File: src/rtl/ofb_pkg.sv
`timescale 1ns / 1ps
// ----------------------------------------------------------------------------
// ofb_pkg
// Shared constants, codes and types of the OLED page frame buffer.
// ----------------------------------------------------------------------------
package ofb_pkg;

  // Panel geometry
  localparam int COLUMNS    = 128;
  localparam int PAGES      = 8;
  localparam int DEPTH      = COLUMNS * PAGES;
  localparam int ADDR_W     = $clog2(DEPTH);
  localparam int PAGE_W     = (PAGES > 1) ? $clog2(PAGES) : 1;
  localparam int HEADER_LEN = 3;
  localparam int POS_W      = $clog2(COLUMNS + HEADER_LEN);
  localparam int LAST_POS   = HEADER_LEN + COLUMNS - 1;
  localparam int ROWS       = 8 * PAGES;

  // Panel command bytes sent ahead of each page
  localparam logic [7:0] PAGE_CMD_BASE = 8'hB0;
  localparam logic [7:0] COL_LOW_CMD   = 8'h00;
  localparam logic [7:0] COL_HIGH_CMD  = 8'h10;

  // Stream header positions
  localparam logic [POS_W-1:0] POS_PAGE_CMD = POS_W'(0);
  localparam logic [POS_W-1:0] POS_COL_LOW  = POS_W'(1);
  localparam logic [POS_W-1:0] POS_COL_HIGH = POS_W'(2);

  // Result kinds
  localparam logic KIND_GET    = 1'b0;
  localparam logic KIND_STREAM = 1'b1;

  typedef enum logic [2:0] {
    CMD_SET   = 3'd0,
    CMD_GET   = 3'd1,
    CMD_FILL  = 3'd2,
    CMD_START = 3'd3,
    CMD_TICK  = 3'd4
  } cmd_t;

  typedef enum logic [1:0] {
    ST_SWEEP,
    ST_IDLE,
    ST_WRITE,
    ST_EMIT
  } state_t;

  // Store access from the controller
  typedef struct packed {
    logic              we;
    logic [ADDR_W-1:0] waddr;
    logic [7:0]        wdata;
    logic              re;
    logic [ADDR_W-1:0] raddr;
  } mem_req_t;

  // Controller status seen by the top level checks
  typedef struct packed {
    logic sweeping;
    logic stream_active;
  } status_t;

  // Byte address of a column within a page
  function automatic logic [ADDR_W-1:0] store_addr(input logic [7:0] col,
                                                   input logic [7:0] page);
    store_addr = ADDR_W'(32'(col) * 32'(PAGES) + 32'(page));
  endfunction

endpackage

File: src/rtl/ofb_if.sv
`timescale 1ns / 1ps
// ----------------------------------------------------------------------------
// ofb_in_if / ofb_out_if
// Valid/ready channels for commands into and results out of the frame buffer.
// ----------------------------------------------------------------------------
interface ofb_in_if;
  logic       valid;
  logic       ready;
  logic [2:0] cmd;
  logic [7:0] column;
  logic [7:0] row;
  logic [2:0] page_sel;
  logic       pixel_value;
  logic [7:0] fill_byte;

  modport source (
    output valid, cmd, column, row, page_sel, pixel_value, fill_byte,
    input  ready
  );
  modport sink (
    input  valid, cmd, column, row, page_sel, pixel_value, fill_byte,
    output ready
  );
endinterface

interface ofb_out_if;
  logic       valid;
  logic       ready;
  logic       kind;
  logic [7:0] out_byte;
  logic       is_data;
  logic       stream_last;

  modport source (
    output valid, kind, out_byte, is_data, stream_last,
    input  ready
  );
  modport sink (
    input  valid, kind, out_byte, is_data, stream_last,
    output ready
  );
endinterface

File: src/rtl/ofb_ctrl.sv
`timescale 1ns / 1ps
// ----------------------------------------------------------------------------
// ofb_ctrl
// Command sequencer: pixel read-modify-write, byte reads, store sweeps,
// refresh stream counters and the result register.
// ----------------------------------------------------------------------------
module ofb_ctrl
  import ofb_pkg::*;
(
  input  logic       clk,
  input  logic       rst_n,
  ofb_in_if.sink     in_ch,
  ofb_out_if.source  out_ch,
  output mem_req_t   mem_req,
  input  logic [7:0] rd_data,
  output status_t    status
);

  state_t              state_r,       state_nxt;
  logic [ADDR_W-1:0]   sweep_addr_r,  sweep_addr_nxt;
  logic [7:0]          sweep_val_r,   sweep_val_nxt;
  logic                active_r,      active_nxt;
  logic [PAGE_W-1:0]   page_r,        page_nxt;
  logic [POS_W-1:0]    pos_r,         pos_nxt;
  logic                out_valid_r,   out_valid_nxt;

  // Pending pixel write
  logic [ADDR_W-1:0]   wr_addr_r,     wr_addr_nxt;
  logic [2:0]          bit_sel_r,     bit_sel_nxt;
  logic                pix_r,         pix_nxt;

  // Pending result
  logic                pend_kind_r,   pend_kind_nxt;
  logic [7:0]          pend_byte_r,   pend_byte_nxt;
  logic                pend_ram_r,    pend_ram_nxt;
  logic                pend_data_r,   pend_data_nxt;
  logic                pend_last_r,   pend_last_nxt;

  // Result register
  logic                kind_r,        kind_nxt;
  logic [7:0]          out_byte_r,    out_byte_nxt;
  logic                is_data_r,     is_data_nxt;
  logic                last_r,        last_nxt;

  logic                out_free;
  logic [7:0]          mask;

  assign out_free = !out_valid_r || out_ch.ready;
  assign mask     = 8'b1 << bit_sel_r;

  assign in_ch.ready        = (state_r == ST_IDLE);
  assign out_ch.valid       = out_valid_r;
  assign out_ch.kind        = kind_r;
  assign out_ch.out_byte    = out_byte_r;
  assign out_ch.is_data     = is_data_r;
  assign out_ch.stream_last = last_r;

  assign status.sweeping      = (state_r == ST_SWEEP);
  assign status.stream_active = active_r;

  // Next state, store access and result loading
  always_comb begin
    state_nxt      = state_r;
    sweep_addr_nxt = sweep_addr_r;
    sweep_val_nxt  = sweep_val_r;
    active_nxt     = active_r;
    page_nxt       = page_r;
    pos_nxt        = pos_r;
    out_valid_nxt  = out_valid_r;
    wr_addr_nxt    = wr_addr_r;
    bit_sel_nxt    = bit_sel_r;
    pix_nxt        = pix_r;
    pend_kind_nxt  = pend_kind_r;
    pend_byte_nxt  = pend_byte_r;
    pend_ram_nxt   = pend_ram_r;
    pend_data_nxt  = pend_data_r;
    pend_last_nxt  = pend_last_r;
    kind_nxt       = kind_r;
    out_byte_nxt   = out_byte_r;
    is_data_nxt    = is_data_r;
    last_nxt       = last_r;
    mem_req        = '0;

    // Drop the result beat once taken
    if (out_valid_r && out_ch.ready) begin
      out_valid_nxt = 1'b0;
    end

    case (state_r)
      ST_SWEEP: begin
        // Write one entry a cycle until the whole store holds the value
        mem_req.we    = 1'b1;
        mem_req.waddr = sweep_addr_r;
        mem_req.wdata = sweep_val_r;
        if (sweep_addr_r == ADDR_W'(DEPTH - 1)) begin
          state_nxt = ST_IDLE;
        end else begin
          sweep_addr_nxt = sweep_addr_r + 1'b1;
        end
      end

      ST_IDLE: begin
        if (in_ch.valid) begin
          case (cmd_t'(in_ch.cmd))
            CMD_SET: begin
              if (32'(in_ch.column) < COLUMNS && 32'(in_ch.row) < ROWS) begin
                mem_req.re    = 1'b1;
                mem_req.raddr = store_addr(in_ch.column, 8'(in_ch.row >> 3));
                wr_addr_nxt   = mem_req.raddr;
                bit_sel_nxt   = in_ch.row[2:0];
                pix_nxt       = in_ch.pixel_value;
                state_nxt     = ST_WRITE;
              end
            end
            CMD_GET: begin
              pend_kind_nxt = KIND_GET;
              pend_data_nxt = 1'b0;
              pend_last_nxt = 1'b0;
              pend_byte_nxt = 8'h00;
              pend_ram_nxt  = 1'b0;
              if (32'(in_ch.column) < COLUMNS && 32'(in_ch.page_sel) < PAGES) begin
                mem_req.re    = 1'b1;
                mem_req.raddr = store_addr(in_ch.column, 8'(in_ch.page_sel));
                pend_ram_nxt  = 1'b1;
              end
              state_nxt = ST_EMIT;
            end
            CMD_FILL: begin
              sweep_addr_nxt = '0;
              sweep_val_nxt  = in_ch.fill_byte;
              state_nxt      = ST_SWEEP;
            end
            CMD_START: begin
              active_nxt = 1'b1;
              page_nxt   = '0;
              pos_nxt    = '0;
            end
            CMD_TICK: begin
              if (active_r) begin
                pend_kind_nxt = KIND_STREAM;
                pend_ram_nxt  = 1'b0;
                pend_data_nxt = 1'b0;
                pend_last_nxt = 1'b0;
                case (pos_r)
                  POS_PAGE_CMD: pend_byte_nxt = PAGE_CMD_BASE + 8'(page_r);
                  POS_COL_LOW:  pend_byte_nxt = COL_LOW_CMD;
                  POS_COL_HIGH: pend_byte_nxt = COL_HIGH_CMD;
                  default: begin
                    mem_req.re    = 1'b1;
                    mem_req.raddr = store_addr(8'(pos_r - POS_W'(HEADER_LEN)),
                                               8'(page_r));
                    pend_ram_nxt  = 1'b1;
                    pend_data_nxt = 1'b1;
                    pend_byte_nxt = 8'h00;
                  end
                endcase
                // Advance the stream position
                if (pos_r == POS_W'(LAST_POS)) begin
                  pos_nxt = '0;
                  if (page_r == PAGE_W'(PAGES - 1)) begin
                    pend_last_nxt = 1'b1;
                    active_nxt    = 1'b0;
                    page_nxt      = '0;
                  end else begin
                    page_nxt = page_r + 1'b1;
                  end
                end else begin
                  pos_nxt = pos_r + 1'b1;
                end
                state_nxt = ST_EMIT;
              end
            end
            default: begin
            end
          endcase
        end
      end

      ST_WRITE: begin
        // Merge the pixel into the byte read last cycle; the input is held
        // off here, so no later read can overlap this write
        mem_req.we    = 1'b1;
        mem_req.waddr = wr_addr_r;
        mem_req.wdata = pix_r ? (rd_data | mask) : (rd_data & ~mask);
        state_nxt     = ST_IDLE;
      end

      ST_EMIT: begin
        // Hold until the result register is free
        if (out_free) begin
          out_valid_nxt = 1'b1;
          kind_nxt      = pend_kind_r;
          out_byte_nxt  = pend_ram_r ? rd_data : pend_byte_r;
          is_data_nxt   = pend_data_r;
          last_nxt      = pend_last_r;
          state_nxt     = ST_IDLE;
        end
      end

      default: begin
        state_nxt = ST_IDLE;
      end
    endcase
  end

  // Control registers
  always_ff @(posedge clk) begin
    if (!rst_n) begin
      state_r      <= ST_SWEEP;
      sweep_addr_r <= '0;
      sweep_val_r  <= 8'h00;
      active_r     <= 1'b0;
      page_r       <= '0;
      pos_r        <= '0;
      out_valid_r  <= 1'b0;
    end else begin
      state_r      <= state_nxt;
      sweep_addr_r <= sweep_addr_nxt;
      sweep_val_r  <= sweep_val_nxt;
      active_r     <= active_nxt;
      page_r       <= page_nxt;
      pos_r        <= pos_nxt;
      out_valid_r  <= out_valid_nxt;
    end
  end

  // Payload registers
  always_ff @(posedge clk) begin
    wr_addr_r   <= wr_addr_nxt;
    bit_sel_r   <= bit_sel_nxt;
    pix_r       <= pix_nxt;
    pend_kind_r <= pend_kind_nxt;
    pend_byte_r <= pend_byte_nxt;
    pend_ram_r  <= pend_ram_nxt;
    pend_data_r <= pend_data_nxt;
    pend_last_r <= pend_last_nxt;
    kind_r      <= kind_nxt;
    out_byte_r  <= out_byte_nxt;
    is_data_r   <= is_data_nxt;
    last_r      <= last_nxt;
  end

endmodule

File: src/flat_wrapper.sv
// flat-port wrapper written by rule: the top's interface ports become plain ports
module ofb_ctrl_flat import ofb_pkg::*;
  (clk, rst_n, mem_req, rd_data, status, in_ch_valid, in_ch_cmd, in_ch_column, in_ch_row, in_ch_page_sel, in_ch_pixel_value, in_ch_fill_byte, in_ch_ready, out_ch_valid, out_ch_kind, out_ch_out_byte, out_ch_is_data, out_ch_stream_last, out_ch_ready);
  ofb_in_if in_ch_i ();
  ofb_out_if out_ch_i ();
  input  logic clk;
  input  logic rst_n;
  output mem_req_t mem_req;
  input  logic [7:0] rd_data;
  output status_t status;
  input wire logic [$bits(in_ch_i.valid)-1:0] in_ch_valid;
  input wire logic [$bits(in_ch_i.cmd)-1:0] in_ch_cmd;
  input wire logic [$bits(in_ch_i.column)-1:0] in_ch_column;
  input wire logic [$bits(in_ch_i.row)-1:0] in_ch_row;
  input wire logic [$bits(in_ch_i.page_sel)-1:0] in_ch_page_sel;
  input wire logic [$bits(in_ch_i.pixel_value)-1:0] in_ch_pixel_value;
  input wire logic [$bits(in_ch_i.fill_byte)-1:0] in_ch_fill_byte;
  output wire logic [$bits(in_ch_i.ready)-1:0] in_ch_ready;
  output wire logic [$bits(out_ch_i.valid)-1:0] out_ch_valid;
  output wire logic [$bits(out_ch_i.kind)-1:0] out_ch_kind;
  output wire logic [$bits(out_ch_i.out_byte)-1:0] out_ch_out_byte;
  output wire logic [$bits(out_ch_i.is_data)-1:0] out_ch_is_data;
  output wire logic [$bits(out_ch_i.stream_last)-1:0] out_ch_stream_last;
  input wire logic [$bits(out_ch_i.ready)-1:0] out_ch_ready;
  assign in_ch_i.valid = in_ch_valid;
  assign in_ch_i.cmd = in_ch_cmd;
  assign in_ch_i.column = in_ch_column;
  assign in_ch_i.row = in_ch_row;
  assign in_ch_i.page_sel = in_ch_page_sel;
  assign in_ch_i.pixel_value = in_ch_pixel_value;
  assign in_ch_i.fill_byte = in_ch_fill_byte;
  assign in_ch_ready = in_ch_i.ready;
  assign out_ch_valid = out_ch_i.valid;
  assign out_ch_kind = out_ch_i.kind;
  assign out_ch_out_byte = out_ch_i.out_byte;
  assign out_ch_is_data = out_ch_i.is_data;
  assign out_ch_stream_last = out_ch_i.stream_last;
  assign out_ch_i.ready = out_ch_ready;
  ofb_ctrl u_core (.clk(clk), .rst_n(rst_n), .in_ch(in_ch_i), .out_ch(out_ch_i), .mem_req(mem_req), .rd_data(rd_data), .status(status));
endmodule
File: config.mk
export PLATFORM = sky130hd
export DESIGN_NAME = ofb_ctrl_flat
export DESIGN_NICKNAME = d
export VERILOG_FILES = /design/src/rtl/ofb_pkg.sv /design/src/rtl/ofb_if.sv /design/src/rtl/ofb_ctrl.sv /design/src/flat_wrapper.sv
export SDC_FILE = /design/constraint.sdc
export NUM_CORES = 1
export LEC_CHECK = 0
export BUFFER_PORTS_ARGS = -buffer_cell sky130_fd_sc_hd__buf_2
export CAP_MARGIN = 0
export CORE_ASPECT_RATIO = 1.5
export CORE_MARGIN = 3
export CORE_UTILIZATION = 35
export CTS_CLUSTER_DIAMETER = 200
export DETAILED_ROUTE_END_ITERATION = 8
export SKIP_CTS_REPAIR_TIMING = 1
export SYNTH_ARGS = -nofsm -noshare
export SYNTH_HDL_FRONTEND = slang
export SYNTH_SLANG_ARGS = --single-unit
File: constraint.sdc
create_clock -name clk -period 3.15 [get_ports clk]
set_clock_uncertainty 0.05 [all_clocks]
set_input_delay 0.4725 -clock clk [delete_from_list [all_inputs] [get_ports clk]]
set_output_delay 0.4725 -clock clk [all_outputs]
set_load 0.01 [all_outputs]
* After elaboration in Yosys (flattened, before gate mapping)
Index checks and enable logic that the tools add are counted. W data, S select, Z words.
Word-level totals: word-level logic and storage cells 124, register bits 70, output and inout bits 45, input port bits 43
Operators by class: bitwise gates (word level) 3, muxes and demuxes 49, shifts and indexed selects 1, add/sub/neg operators 8, reduce and logical (&&, ||, !) cells 20, $lt $le $gt $ge 2, eq/ne operators 22
Operator list (count):
- $mux W11 | 6
- $pmux W8 S2 | 3
- $mux W8 | 5
- $pmux W19 S2 | 1
- $pmux W11 S3 | 1
- $mux W10 | 3
- $add A10 B3 Y10 | 2
- $pmux W10 S2 | 1
- $pmux W2 S4 | 2
- $reduce_and A4 Y1 | 4
- $mux W1 | 13
- $add A10 B1 Y10 const B | 1
- $add A10 B5 Y10 | 1
- $eq A10 B10 Y1 const B | 1
- $mux W2 | 5
- $ne A2 B1 Y1 const B | 5
- $pmux W1 S2 | 5
- $mux W3 | 3
- $add A8 B1 Y8 const B | 1
- $add A8 B3 Y8 const A | 1
- $and A8 B8 Y8 | 1
- $eq A8 B1 Y1 const B | 1
- $eq A8 B2 Y1 const B | 1
- $eq A8 B8 Y1 const B | 1
- other kinds (28) | 37

* Longest topological paths before layout
word-level depth 7, depth in mapped cells 8, mapped depth without buffers 6

* Worst setup path before layout
Ideal clock, no wire load.
kind reg2out, from register u_core.pos_r[0], to output port mem_req[9] (netlist name), setup slack 0.652 ns, path buffers 1, cell stages (with the launch flop) 8, data required time 2.627 ns, data arrival time 1.976 ns, cells stage by stage dfxtp_1 -> inv_1 -> ha_1 -> or3_1 -> a311oi_1 -> buf_2 -> o21ai_0 -> a31oi_1
RTL lines:
- start, declared | line ofb_ctrl.sv:24 | logic [POS_W-1:0] pos_r, pos_nxt;
- start signal, assigned | line ofb_ctrl.sv:222 | pos_r <= pos_nxt;
- end, declared | line flat_wrapper.sv:8 | output mem_req_t mem_req;

==> metrics <==
status finished, final reports clean; R2R Setup Slk 1.11 ns; overall routing resource usage 0.163; GRT Residual Overflow 0; Mean Syn Cell Area 9.29 um^2; worst hold path class input port to flop; ANT nets after route 0; synthesis warning total 0; sequential share of the synthesized area 0.433; clock root cell clkbuf_16; CP Data Required Time 2.63 ns; #FFs+latches synth 67; crit path capture type output port; placed cell count 630; core area 10,700 um^2; DRT Pass-1 Iters 5; max incr delay on CP 0.40 ns; CTS Buf Count 9; Mapped Area 3880 um^2; final net count 550; Via density 5.40; Clk Latency, worst-skew pair 0.33 ns; area post-placement 4440 um^2; post-synth top area share 0.263; Die Area 12,400 um^2; DRC Markers 0; Max Root-Sink Buffers 2; total chip power 2030 uW; DIE HEIGHT 135 um; Fillers 1,066; RSZ-0062 raised after global routing no; most frequent cells after synthesis nand2_1, nor2_1, edfxtp_1, dfxtp_1, a21oi_1; syn_nets 471; Cells after Synth 418; Synth area leader edfxtp_1; Final Cycle Share 0.937; fin. max-slew vios 0; starting density of the core 0.363; diode count 0; Data arrival, critical path 2.43 ns; hold depth 1; CP Launch Type flop; final setup fails 0; Netlist cell types 56; Placer Congestion 0.826; CP Cell Sequence inv_1, ha_1, or3_1, a311oi_1, buf_4, o21ai_0, a31oi_1, buf_2; Peak Freq 339 MHz; minimum clock period 2.95 ns; WL/cell 15.9 um; # port buffers 87; final WL 10.3 mm; final instance area 4730 um^2; clock slew seen by the registers of the worst setup and hold paths 0.06 ns; number of global-route vias before repair 3,219; chip width 92.0 um; dpl hpwl 7.75 mm; FFs w/ async S/R, synth 0; count leader, synth nand2_1; fin util 0.442; DR vias 3,490; H-tree Lvls 3; CP max stage cell dfxtp_2; Max Cap Viol 0; largest net degree at the start of global routing 40; IO Count 88; first-pass GRT wire length 15.9 mm; EDFF count, synth 34; Area Growth Syn to Fin 22.0%; CTS tree built; Worst-Margin Slew 0.861 ns; CTS Sinks 67; Crit Path Max Fanout 11; R2R depth 5; Top FF cell, synth edfxtp_1; share of cells above drive strength 1 0.251; setup tns final 0 ns; kind of critical path flop to output port; Final Hold Vio Count 0; final cell count without fillers 646; maximum VDD drop 0.000213 V; initial antenna violation count 0; top cells by area, synth edfxtp_1, dfxtp_1, mux2i_1; Pleak 0.00179 uW; Core Rows 46; Power per Cell Area 429 nW/um^2; initial DRC count 175; slew margin rel. 0.424
-- power breakdown --
group / switching (uW) / total [uW] / internal (uW)
clock: 375 / 987 / 612
combinational: 70.2 / 121 / 50.4
sequential: 4.31 / 922 / 917
-- area by class of cell --
class	instances	area [um^2]	area share
clock buffers	10	229	0.0484
clock inverters	6	66.3	0.0140
inverters	11	53.8	0.0114
multi-input cells	309	2000	0.422
flip-flops and latches	67	1680	0.356
well taps	144	180	0.0381
repair buffers	99	526	0.111
-- per-layer routing --
metal / GRT usage / routed length (um)
met5: 0 / 0
met1: 0.202 / 4290
met2: 0.267 / 4880
met4: 0.0818 / 274
met3: 0.0368 / 809
-- kinds of logic (layout without fill, tap and decap cells) --
logic type | Yosys count | in the layout | share of synthesized area
simple gates | 170 | 170 | 0.233
buf+inv | 42 | 126 | 0.0525
xor+xnor | 9 | 9 | 0.0203
flops | 67 | 67 | 0.433
fa+ha+maj | 10 | 10 | 0.0342
compound gates | 98 | 98 | 0.168
mux | 22 | 22 | 0.0580
-- sequential cells by signal, summed over array words and instances (netlist names), 2 cells and up --
register / cells
u_core.pend_byte_r: 5
u_core.sweep_val_r: 8
u_core.bit_sel_r: 3
u_core.page_r: 3
u_core.out_ch.out_byte: 8
u_core.sweep_addr_r: 10
u_core.wr_addr_r: 10
u_core.state_r: 2
u_core.pos_r: 8
-- placed cells by master (no fill, tap or decap), types with 3 or more instances in the layout --
master	netlist	routed
dfxtp_1	33	31
nor4_1	3	3
o31ai_1	7	7
a21oi_1	32	32
nand3_1	22	22
and3b_1	3	3
nor3_1	9	9
or4_1	7	7
xnor2_1	5	5
a31oi_1	6	6
mux2_2	4	4
nand2_1	40	40
buf_4	2	12
o21ai_0	16	16
edfxtp_1	34	34
ha_1	9	9
nor3b_1	3	3
a311oi_1	3	3
nand2b_1	7	7
inv_1	9	9
mux2i_1	18	18
buf_2	3	87
and2_1	6	6
nand3b_1	5	5
nand4b_1	5	5
clkinvlp_4	0	3
nor2_1	35	35
or3_1	10	10
a222oi_1	6	6
nand4_1	4	4
xor2_1	4	4
clkbuf_16	0	9
a2111oi_0	3	3
a211oi_1	13	13
-- worst paths after layout --
path                 startpoint               endpoint
max             u_core.pos_r[0]             mem_req[9]
min                in_ch_row[1]    u_core.bit_sel_r[1]
max reg2reg   u_core.state_r[1]        u_core.pos_r[5]
min reg2reg  u_core.pend_data_r  u_core.out_ch.is_data
-- critical path: cells and delay by family, from the launching register on --
family | cells | cell delay [ns]
AOI/OAI and AO/OA | 3 | 0.56
adders and majority gates | 1 | 0.24
buffers and inverters | 3 | 0.51
DFF | 1 | 0.40
and+or+nand+nor | 1 | 0.39
-- metrics by stage --
stage          hold WS, ns  setup WS (ns)
2_1_floorplan        0.350          0.652
3_3_place_gp         0.356          0.497
3_5_place_dp         0.357          0.481
4_1_cts              0.256         0.0893
5_1_grt              0.264         0.0835
6_report             0.269          0.199
Note: power is estimated with default switching activity, not from simulation.
